--- config.mk ---
export PLATFORM = sky130hd
export DESIGN_NAME = modular_exponentiation_unit
export DESIGN_NICKNAME = d
export VERILOG_FILES = /design/src/design/modexp_pkg.sv /design/src/design/modular_exponentiation_unit.sv
export SDC_FILE = /design/constraint.sdc
export NUM_CORES = 1
export LEC_CHECK = 0
export ABC_CLOCK_PERIOD_IN_PS = 7400
export BUFFER_PORTS_ARGS = -buffer_cell sky130_fd_sc_hd__clkbuf_2
export CAP_MARGIN = 15
export CORE_UTILIZATION = 32
export CTS_BUF_LIST = sky130_fd_sc_hd__clkbuf_16
export CTS_CLUSTER_DIAMETER = 120
export DETAILED_ROUTE_END_ITERATION = 10
export PLACE_DENSITY = 0.55
export SYNTH_ARGS = -nofsm -noshare
export SYNTH_HDL_FRONTEND = slang
export SYNTH_SLANG_ARGS = --single-unit
--- constraint.sdc ---
create_clock -name clk -period 7.4 [get_ports clk]
set_input_delay 1.48 -clock clk [delete_from_list [all_inputs] [get_ports clk]]
set_output_delay 1.48 -clock clk [all_outputs]
set_load 0.005 [all_outputs]
--- src/design/modexp_pkg.sv ---
package modexp_pkg;

    localparam int BASE_BITS     = 63;
    localparam int EXPONENT_BITS = 63;
    localparam int MODULUS_BITS  = 31;

    localparam int IN_DATA_W  = ((BASE_BITS + EXPONENT_BITS + 7) / 8) * 8;
    localparam int OUT_DATA_W = ((MODULUS_BITS + 7) / 8) * 8;

    localparam int SCAN_BITS  = (BASE_BITS > EXPONENT_BITS) ? BASE_BITS : EXPONENT_BITS;
    localparam int SCAN_CNT_W = $clog2(SCAN_BITS);
    localparam int MUL_CNT_W  = (MODULUS_BITS > 1) ? $clog2(MODULUS_BITS) : 1;

    localparam logic [MODULUS_BITS-1:0] MODULUS_RESET = MODULUS_BITS'(64'd1000000007);

    typedef enum logic [2:0] {
        ST_IDLE,
        ST_REDUCE,
        ST_SQUARE,
        ST_MULT,
        ST_DONE
    } modexp_state_t;

endpackage

--- src/design/modular_exponentiation_unit.sv ---
// Modular exponentiation, base^exponent mod modulus, by left-to-right square-and-multiply.
// With a nonzero modulus an item holds the block from its accept to the earliest next
// accept: base_value is first reduced one bit per cycle in ST_REDUCE, then all 63
// exponent bits are scanned, each costing a modular square plus a modular multiply when
// the bit is set; the result is then registered in ST_DONE and the input reopens in
// ST_IDLE. The single bit-serial multiply/reduce unit (one multiplier bit per cycle)
// does every square and multiply. One item is worked on at a time; the next may be
// accepted while the previous result still waits on the output, and a finished result
// waits until the output frees. A modulus of 0 skips reduction and scanning and returns
// 0 through ST_DONE. The user must write the modulus via cfg_we/cfg_wdata only while
// the block is idle; the block does not enforce this. The modulus resets to 1000000007.
module modular_exponentiation_unit
(
    input  logic                                   clk,
    input  logic                                   rst_n,
    input  logic                                   cfg_we,
    input  logic [modexp_pkg::MODULUS_BITS-1:0]    cfg_wdata,   // modulus
    input  logic                                   s_tvalid,
    output logic                                   s_tready,
    input  logic [modexp_pkg::IN_DATA_W-1:0]       s_tdata,     // base_value, exponent
    output logic                                   m_tvalid,
    input  logic                                   m_tready,
    output logic [modexp_pkg::OUT_DATA_W-1:0]      m_tdata      // power_residue
);

    localparam int MB = modexp_pkg::MODULUS_BITS;
    localparam int BB = modexp_pkg::BASE_BITS;
    localparam int EB = modexp_pkg::EXPONENT_BITS;
    localparam int SW = modexp_pkg::SCAN_CNT_W;
    localparam int MW = modexp_pkg::MUL_CNT_W;

    modexp_pkg::modexp_state_t state_reg, state_next;

    logic [MB-1:0] modulus_reg;
    logic          m_tvalid_reg, m_tvalid_next;
    logic [MB-1:0] res_reg, res_next;
    logic [BB-1:0] base_sr_reg, base_sr_next;
    logic [EB-1:0] exp_sr_reg, exp_sr_next;
    logic [MB-1:0] base_red_reg, base_red_next;
    logic [MB-1:0] acc_reg, acc_next;
    logic [MB-1:0] work_reg, work_next;
    logic [MB-1:0] mul_a_reg, mul_a_next;
    logic [MB-1:0] mul_b_reg, mul_b_next;
    logic [SW-1:0] scan_cnt_reg, scan_cnt_next;
    logic [MW-1:0] mul_cnt_reg, mul_cnt_next;

    logic [MB-1:0] red_step;
    logic [MB-1:0] mul_step;
    logic [MB-1:0] acc_init;

    // one bit of a long division remainder: r < m in, r < m out
    function automatic logic [MB-1:0] reduce_step(input logic [MB-1:0] r, input logic b,
                                                  input logic [MB-1:0] m);
        logic [MB:0] s;
        logic [MB:0] mx;
        begin
            s  = {r, b};
            mx = {1'b0, m};
            if (s >= mx)
            begin
                s = s - mx;
            end
            reduce_step = s[MB-1:0];
        end
    endfunction

    // one step of interleaved modular multiply: (2r + b*a) mod m, sum < 3m
    function automatic logic [MB-1:0] mulred_step(input logic [MB-1:0] r, input logic b,
                                                  input logic [MB-1:0] a,
                                                  input logic [MB-1:0] m);
        logic [MB+1:0] s;
        logic [MB+1:0] m1;
        logic [MB+1:0] m2;
        begin
            m1 = {2'b00, m};
            m2 = {1'b0, m, 1'b0};
            s  = {1'b0, r, 1'b0} + (b ? {2'b00, a} : '0);
            if (s >= m2)
            begin
                s = s - m2;
            end
            else if (s >= m1)
            begin
                s = s - m1;
            end
            mulred_step = s[MB-1:0];
        end
    endfunction

    assign red_step = reduce_step(base_red_reg, base_sr_reg[BB-1], modulus_reg);
    assign mul_step = mulred_step(work_reg, mul_b_reg[MB-1], mul_a_reg, modulus_reg);
    assign acc_init = (modulus_reg == MB'(1)) ? '0 : MB'(1);

    assign s_tready = (state_reg == modexp_pkg::ST_IDLE);
    assign m_tvalid = m_tvalid_reg;
    assign m_tdata  = modexp_pkg::OUT_DATA_W'(res_reg);

    always_ff @(posedge clk or negedge rst_n)
    begin
        if (!rst_n)
        begin
            state_reg    <= modexp_pkg::ST_IDLE;
            m_tvalid_reg <= 1'b0;
            modulus_reg  <= modexp_pkg::MODULUS_RESET;
        end
        else
        begin
            state_reg    <= state_next;
            m_tvalid_reg <= m_tvalid_next;
            if (cfg_we)
            begin
                modulus_reg <= cfg_wdata;
            end
        end
    end

    always_ff @(posedge clk)
    begin
        res_reg      <= res_next;
        base_sr_reg  <= base_sr_next;
        exp_sr_reg   <= exp_sr_next;
        base_red_reg <= base_red_next;
        acc_reg      <= acc_next;
        work_reg     <= work_next;
        mul_a_reg    <= mul_a_next;
        mul_b_reg    <= mul_b_next;
        scan_cnt_reg <= scan_cnt_next;
        mul_cnt_reg  <= mul_cnt_next;
    end

    always_comb
    begin
        state_next    = state_reg;
        m_tvalid_next = m_tvalid_reg;
        res_next      = res_reg;
        base_sr_next  = base_sr_reg;
        exp_sr_next   = exp_sr_reg;
        base_red_next = base_red_reg;
        acc_next      = acc_reg;
        work_next     = work_reg;
        mul_a_next    = mul_a_reg;
        mul_b_next    = mul_b_reg;
        scan_cnt_next = scan_cnt_reg;
        mul_cnt_next  = mul_cnt_reg;

        if (m_tvalid_reg && m_tready)
        begin
            m_tvalid_next = 1'b0;
        end

        unique case (state_reg) inside
            modexp_pkg::ST_IDLE:
            begin
                if (s_tvalid)
                begin
                    base_sr_next  = s_tdata[BB-1:0];
                    exp_sr_next   = s_tdata[BB+EB-1:BB];
                    base_red_next = '0;
                    scan_cnt_next = SW'(BB - 1);
                    if (modulus_reg == '0)
                    begin
                        acc_next   = '0;
                        state_next = modexp_pkg::ST_DONE;
                    end
                    else
                    begin
                        state_next = modexp_pkg::ST_REDUCE;
                    end
                end
            end

            modexp_pkg::ST_REDUCE:
            begin
                base_red_next = red_step;
                base_sr_next  = base_sr_reg << 1;
                scan_cnt_next = scan_cnt_reg - SW'(1);
                if (scan_cnt_reg == '0)
                begin
                    acc_next      = acc_init;
                    mul_a_next    = acc_init;
                    mul_b_next    = acc_init;
                    work_next     = '0;
                    mul_cnt_next  = MW'(MB - 1);
                    scan_cnt_next = SW'(EB - 1);
                    state_next    = modexp_pkg::ST_SQUARE;
                end
            end

            modexp_pkg::ST_SQUARE,
            modexp_pkg::ST_MULT:
            begin
                work_next    = mul_step;
                mul_b_next   = mul_b_reg << 1;
                mul_cnt_next = mul_cnt_reg - MW'(1);
                if (mul_cnt_reg == '0)
                begin
                    acc_next     = mul_step;
                    work_next    = '0;
                    mul_cnt_next = MW'(MB - 1);
                    if (state_reg == modexp_pkg::ST_SQUARE && exp_sr_reg[EB-1])
                    begin
                        mul_a_next = base_red_reg;
                        mul_b_next = mul_step;
                        state_next = modexp_pkg::ST_MULT;
                    end
                    else
                    begin
                        exp_sr_next = exp_sr_reg << 1;
                        if (scan_cnt_reg == '0)
                        begin
                            state_next = modexp_pkg::ST_DONE;
                        end
                        else
                        begin
                            scan_cnt_next = scan_cnt_reg - SW'(1);
                            mul_a_next    = mul_step;
                            mul_b_next    = mul_step;
                            state_next    = modexp_pkg::ST_SQUARE;
                        end
                    end
                end
            end

            modexp_pkg::ST_DONE:
            begin
                if (!m_tvalid_reg || m_tready)
                begin
                    res_next      = acc_reg;
                    m_tvalid_next = 1'b1;
                    state_next    = modexp_pkg::ST_IDLE;
                end
            end

            default:
            begin
                state_next = modexp_pkg::ST_IDLE;
            end
        endcase
    end

endmodule

==> results of run 1 <==
[final timing paths]
| check | startpoint | endpoint | cells past startpoint | slack (ps) |
|---|---|---|---|---|
| min reg2reg | acc_reg[12] | res_reg[12] | 0 | 420 |
| min | acc_reg[12] | res_reg[12] | 0 | 420 |
| min in group asynchronous | rst_n | modulus_reg[10] | 1 | 1060 |
| max reg2reg | mul_b_reg[30] | acc_reg[2] | 23 | 920 |
| max | mul_b_reg[30] | acc_reg[2] | 23 | 920 |
| max in group asynchronous | rst_n | modulus_reg[22] | 1 | 5710 |
[synth_stat cells (20+ instances only)]
| library cell | instances | area, µm² |
|---|---|---|
| o21a_1 | 22 | 165 |
| a21oi_1 | 177 | 886 |
| a21o_1 | 42 | 315 |
| o21ai_0 | 160 | 801 |
| a211oi_1 | 29 | 218 |
| xnor2_1 | 59 | 517 |
| nand3_1 | 54 | 270 |
| edfxtp_1 | 323 | 9700 |
| xor2_1 | 38 | 333 |
| clkbuf_1 | 86 | 323 |
| ha_1 | 125 | 1560 |
| nand4_1 | 22 | 138 |
| inv_1 | 78 | 293 |
| nor3_1 | 29 | 145 |
| a31oi_1 | 20 | 125 |
| nor2_1 | 150 | 563 |
| and2_1 | 44 | 275 |
| nand2_1 | 558 | 2090 |
[final cells by class]
| cell class | instances | area, µm² |
|---|---|---|
| clock buffer | 43 | 1080 |
| clock inverter | 31 | 272 |
| fill | 6790 | 41800 |
| inverter | 78 | 293 |
| multi-input combinational | 1786 | 10500 |
| sequential | 358 | 10600 |
| tap | 873 | 1090 |
| timing repair buffer | 257 | 1510 |
[per-stage QoR]
| stage | area, µm² | power [µW] | std cells | hold slack (ps) | setup WS, ps |
|---|---|---|---|---|---|
| floorplan | 21800 | 4680 | 2329 | 400 | 1030 |
| global placement | 24000 | 5300 | 3352 | 406 | 1080 |
| detailed placement | 24000 | 5350 | 3352 | 405 | 1160 |
| CTS | 25300 | 7420 | 3426 | 418 | 1100 |
| global route | 25300 | 7820 | 3426 | 423 | 615 |
| finish | 25300 | 7360 | 3426 | 417 | 923 |
[cells by family (layout without fill, tap and decap cells)]
| family | count (synthesis) | after routing | synth area share, % |
|---|---|---|---|
| and+or+nand+nor | 964 | 964 | 19.2 |
| AOI/OAI and AO/OA | 574 | 574 | 16.2 |
| DFF | 358 | 358 | 48.7 |
| buffers and inverters | 185 | 409 | 3.28 |
| adders and majority gates | 129 | 129 | 7.56 |
| xor gates and xnor gates | 97 | 97 | 3.91 |
| muxes | 21 | 21 | 1.05 |
| other | 1 | 1 | 0.0172 |
[power groups by stage]
stage	clock network [µW]	registers (µW)	logic, µW
final	2040	3000	2320
after global routing	2160	3050	2610
after CTS	2100	3000	2320
after detailed placement	0	3040	2310
after global placement	0	3030	2270
after floorplan	0	3000	1680
[layout by cell type (no fill, tap or decap), types with 7 or more instances in the layout]
cell       instances
a211oi_1          29
a21boi_0           8
a21o_1            42
a21oi_1          177
a21oi_2            7
a31o_2             7
a31oi_1           20
and2_1            43
and3_1            18
buf_4             58
clkbuf_16         43
clkbuf_2         194
dfrtp_1           19
dfstp_2           16
edfxtp_1         323
ha_1             125
inv_1             88
mux2_2            15
nand2_1          555
nand2b_1          17
nand3_1           54
nand4_1           22
nor2_1           148
nor2b_1           17
nor3_1            28
nor4_1            17
o211ai_1          13
o21a_1            22
o21ai_0          156
o21ai_1           10
o21bai_1          14
o31ai_1            9
or2_2              7
or3_1             15
xnor2_1           59
xor2_1            38
[per-layer routing]
layer  track usage [%]  vias to the layer above  part of all wire, %
met5                 0                        -                    0
met4              6.76                        0                  3.5
met3              3.12                       92                  5.5
met2              29.8                      475                   46
met1              24.6                     8434                   45
li1                  -                     8721                    -
[worst max-delay path, stage by stage, from the launching register on]
cell      delay (ps)
edfxtp_1         410
buf_12           190
and2_1           160
ha_1             340
o211ai_1         100
o21ai_0          650
o21a_1           360
o21ai_0          200
a21oi_1          390
nor2_1           100
xnor2_1          400
ha_1             400
and4_1           270
and2_1           160
a221oi_1         310
o21ai_1          100
a31oi_1          280
o21ai_0          210
buf_4            230
o21ai_0          220
o21ai_0          120
mux2i_1          280
buf_4            220
nor2_1            50
==> flow_summary.json, run 1 <==
{
  "ios": 198,
  "core_um2": 67200,
  "finalSetupViolCount": 0,
  "synthToLayoutAreaGrowth_pct": 16.5,
  "gp_routability_congestion": 0.918,
  "seqPwrFrac_pct": 40.7,
  "drc": 0,
  "viasPerCell": 5.17,
  "power_frac_clock_pct": 27.7,
  "syn-num-nets": 2622,
  "port_buffers": 194,
  "synth.distinct_cells": 73,
  "hold_class": "flop to flop",
  "grt_overflow": 0,
  "numCtsBuffers": 42,
  "power.internal_uw": 4860,
  "postLayoutCoreUtil_pct": 37.7,
  "cts_resized": 0,
  "wl_per_cell_um": 18.7,
  "crit_arrival_ps": 6750,
  "die_h_um": 263,
  "postSynthCellCount": 2329,
  "synth.cell_area_um2": 21800,
  "maxCapViolCount": 0,
  "slew_headroom_pct": 24.7,
  "critPathKind": "flop to flop",
  "ys_warn_count": 0,
  "htreeDepth": 2,
  "path_clk_slew_ps": 60,
  "antenna_found_initial": 0,
  "end_kind": "flop",
  "rows": 95,
  "dr.pass1.iters": 5,
  "drt-initial-drc-count": 1331,
  "via_count": 17700,
  "die_area_um2": 69000,
  "fin_skew_ps": 28.4,
  "ys_seq_elements": 358,
  "leakage_uw": 0.0100,
  "async_reset_ff_share_pct": 9.78,
  "grt_use_total_pct": 18.4,
  "cts.sinks": 358,
  "routed_wl_mm": 64.1,
  "power_density_nw_per_um2": 290,
  "worstPathRequired_ps": 7670,
  "cts_tree": "built",
  "clk_latency_ps": 570,
  "synth_edf_count": 323,
  "finalHoldViolCount": 0,
  "outcome": "completed",
  "drive_gt1_share_pct": 15.2,
  "tightest_slew_ps": 1120,
  "crit_path_start_kind": "flop",
  "p_sw_share_pct": 33.9,
  "combPwrFrac_pct": 31.5,
  "fin_tns_setup_ps": 0,
  "fin_crit_sh_pct": 87.5,
  "yosys_most_used_dff": "edfxtp_1",
  "synth_area_per_cell_um2": 9.34,
  "die_x_um": 263,
  "timing.critical_path.fanout_max": 33,
  "root_buffer": "clkbuf_16",
  "ys_seq_area_share_pct": 48.7,
  "initial_core_util_pct": 32.4,
  "grt_max_degree": 104,
  "dp_hpwl_mm": 48.1,
  "final_nets": 2816,
  "cts.path.max_buffers": 3,
  "drv_slew": 0,
  "grt_pass1_wl_mm": 99.6,
  "p_switching_uw": 2500,
  "peakVddDrop_v": 0.000244,
  "rsz0062_at_grt": "no",
  "diodes": 0,
  "period_needed_ps": 6480,
  "max_freq_mhz": 154,
  "ctsHoldBuffers": 0,
  "drtAntennaViolNets": 0,
  "post_cts_buffers": 0,
  "first_global_vias": 17200
}
Note: power is estimated with default switching activity, not from simulation.
==> inputs of run 2 (changes only) <==
- ABC_AREA: not set -> 1
- CTS_CLUSTER_DIAMETER: 120 -> not set
==> flow_summary.json, run 2 <==
{
  "synth.distinct_cells": 58,
  "hold_class": "flop to flop",
  "finalHoldViolCount": 0,
  "final_common_cell": "nand2_1",
  "die_x_um": 275,
  "ios": 198,
  "grt_overflow": 0,
  "via_count": 20400,
  "crit_path_start_kind": "flop",
  "violations": "design-rule violations",
  "drt-initial-drc-count": 1396,
  "synth_area_per_cell_um2": 7.82,
  "dr.pass1.iters": 8,
  "synthTopCellsByCount": "nand2_1, inv_1, edfxtp_1, nor2_1, a21oi_1",
  "max_freq_mhz": 162,
  "routed_wl_mm": 74.0,
  "gp_routability_congestion": 0.992,
  "wl_per_cell_um": 17.6,
  "synth_area_leaders": "edfxtp_1, nand2_1, ha_1, inv_1, a21oi_1",
  "dp_hpwl_mm": 58.2,
  "slew_headroom_pct": 32.0,
  "endpoint": "acc_reg[24]",
  "core_um2": 73300,
  "cts.sinks": 358,
  "ys_warn_count": 0,
  "timing.critical_path.fanout_max": 31,
  "yosysMostFrequentCell": "nand2_1",
  "synth.cell_area_um2": 23800,
  "grt_max_degree": 94,
  "yosys_most_used_dff": "edfxtp_1",
  "rows": 99,
  "ys_seq_elements": 358,
  "r2r_end": "acc_reg[24]",
  "antenna_found_initial": 0,
  "fin_skew_ps": 28.8,
  "fin_tns_setup_ps": 0,
  "tightest_slew_ps": 1020,
  "drtAntennaViolNets": 0,
  "rsz0062_at_grt": "no",
  "synth_top_area_share_pct": 40.7,
  "yosysTopAreaCell": "edfxtp_1",
  "syn-num-nets": 3338,
  "die_h_um": 275,
  "root_buffer": "clkbuf_16",
  "first_global_vias": 19400,
  "htreeDepth": 2,
  "crit_arrival_ps": 6480,
  "cts_tree": "built",
  "port_buffers": 194,
  "initial_core_util_pct": 32.5,
  "cts.path.max_buffers": 3,
  "synthToLayoutAreaGrowth_pct": 14.2,
  "clk_latency_ps": 590,
  "regToRegSetupSlack_ps": 1230,
  "layout_common_cells": "nand2_1, inv_1, edfxtp_1",
  "ys_seq_area_share_pct": 44.5,
  "critPathKind": "flop to flop",
  "final_nets": 3509,
  "post_cts_buffers": 0,
  "worstPathRequired_ps": 7700,
  "end_kind": "flop",
  "numCtsBuffers": 43,
  "r2r_cells": 26,
  "viasPerCell": 4.84,
  "outcome": "finished with violations",
  "period_needed_ps": 6170,
  "path_clk_slew_ps": 60,
  "postSynthCellCount": 3045,
  "fin_crit_sh_pct": 83.4,
  "drv_slew": 0,
  "synth_edf_count": 323,
  "grt_use_total_pct": 19.4,
  "maxCapViolCount": 0,
  "drive_gt1_share_pct": 11.8,
  "async_reset_ff_share_pct": 9.78,
  "ctsHoldBuffers": 0,
  "critPathLaunch": "mul_b_reg[30]",
  "die_area_um2": 75500,
  "timing.rr.start": "mul_b_reg[30]",
  "finalSetupViolCount": 0,
  "grt_pass1_wl_mm": 112,
  "cts_resized": 0,
  "drc": 10
}
## run 2: cell count changes in the layout (fill, tap and decap cells not counted), moves of 31 or more
cell     change
inv_1      +267
and2_1      -41
o21ai_0     -35
nand3_1    +107
nand3_2     +33
nor2_1     +100
buf_4       -37
nand2_1    +509
a21o_1      -31
## run 2: layout make-up
cell class / count / area (µm²)
multi-input cells: 2241 / 11500
diodes: 1 / 2.50
fillers: 7721 / 46100
flip-flops and latches: 358 / 10600
clock buffers: 43 / 1080
well taps: 959 / 1200
clock inverters: 37 / 365
inverters: 357 / 1340
repair buffers: 215 / 1130
## run 2: kinds of logic after synthesis
| logic type | Yosys count | synth area share, % |
|---|---|---|
| AO/OA/AOI/OAI | 385 | 8.94 |
| buffers and inverters | 446 | 7.52 |
| other | 1 | 0.0158 |
| XOR/XNOR | 99 | 3.64 |
| adder cells (fa/ha/maj) | 129 | 6.91 |
| AND/OR/NAND/NOR | 1627 | 28.5 |
| flip-flops | 358 | 44.5 |
## run 2: per-layer routing
metal / wire length [µm] / up-vias / global-route usage (%)
met5: 0 / - / 0
met4: 1700 / 0 / 5.13
met3: 3320 / 86 / 2.26
met2: 34500 / 497 / 32.1
met1: 34500 / 9476 / 26.7
li1: - / 10300 / -
## run 2: worst min-delay path by stage
| stage | cells past startpoint | slack, ps | from | to |
|---|---|---|---|---|
| after floorplan | 0 | 400 | acc_reg[0] | res_reg[0] |
| after global placement | 0 | 410 | acc_reg[9] | res_reg[9] |
| after detailed placement | 0 | 400 | acc_reg[14] | res_reg[14] |
| after CTS | 0 | 420 | acc_reg[14] | res_reg[14] |
| after global routing | 0 | 430 | acc_reg[19] | res_reg[19] |
| final | 0 | 420 | acc_reg[14] | res_reg[14] |
## run 2: through the flow
stage | std cells | instance area [µm²] | utilization (%) | worst slack [ps] | hold slack (ps)
after floorplan | 3045 | 23800 | - | 2650 | 400
after global placement | 4130 | 25700 | 35.1 | 1300 | 405
after detailed placement | 4130 | 25700 | 35.1 | 1320 | 405
after CTS | 4210 | 27200 | 37.1 | 1280 | 419
after global routing | 4210 | 27200 | 37.1 | 712 | 426
final | 4211 | 27200 | 37.1 | 1230 | 416
## run 2: critical path, stage by stage (launching register included)
cell and delay [ps]:
edfxtp_1 770, buf_4 310, nand2_1 50, inv_1 40
ha_1 340, nand2_1 120, nor2_1 310, nand2_1 170
nor2_1 130, nor2_1 40, nand2_1 60, xor2_1 410
inv_1 180, ha_1 380, a21oi_1 220, o21ai_0 150
a21oi_1 170, nand3_2 150, nand2_1 130, nand2_1 70
nand2_2 90, buf_4 320, nand2_1 80, nor2_1 680
nand3_1 230, nand3_2 170, nor2_1 60
Power of run 2 is left out: the tool's default activity adds up to more than one toggle a clock period on the data nets, which glitch-free logic cannot reach.
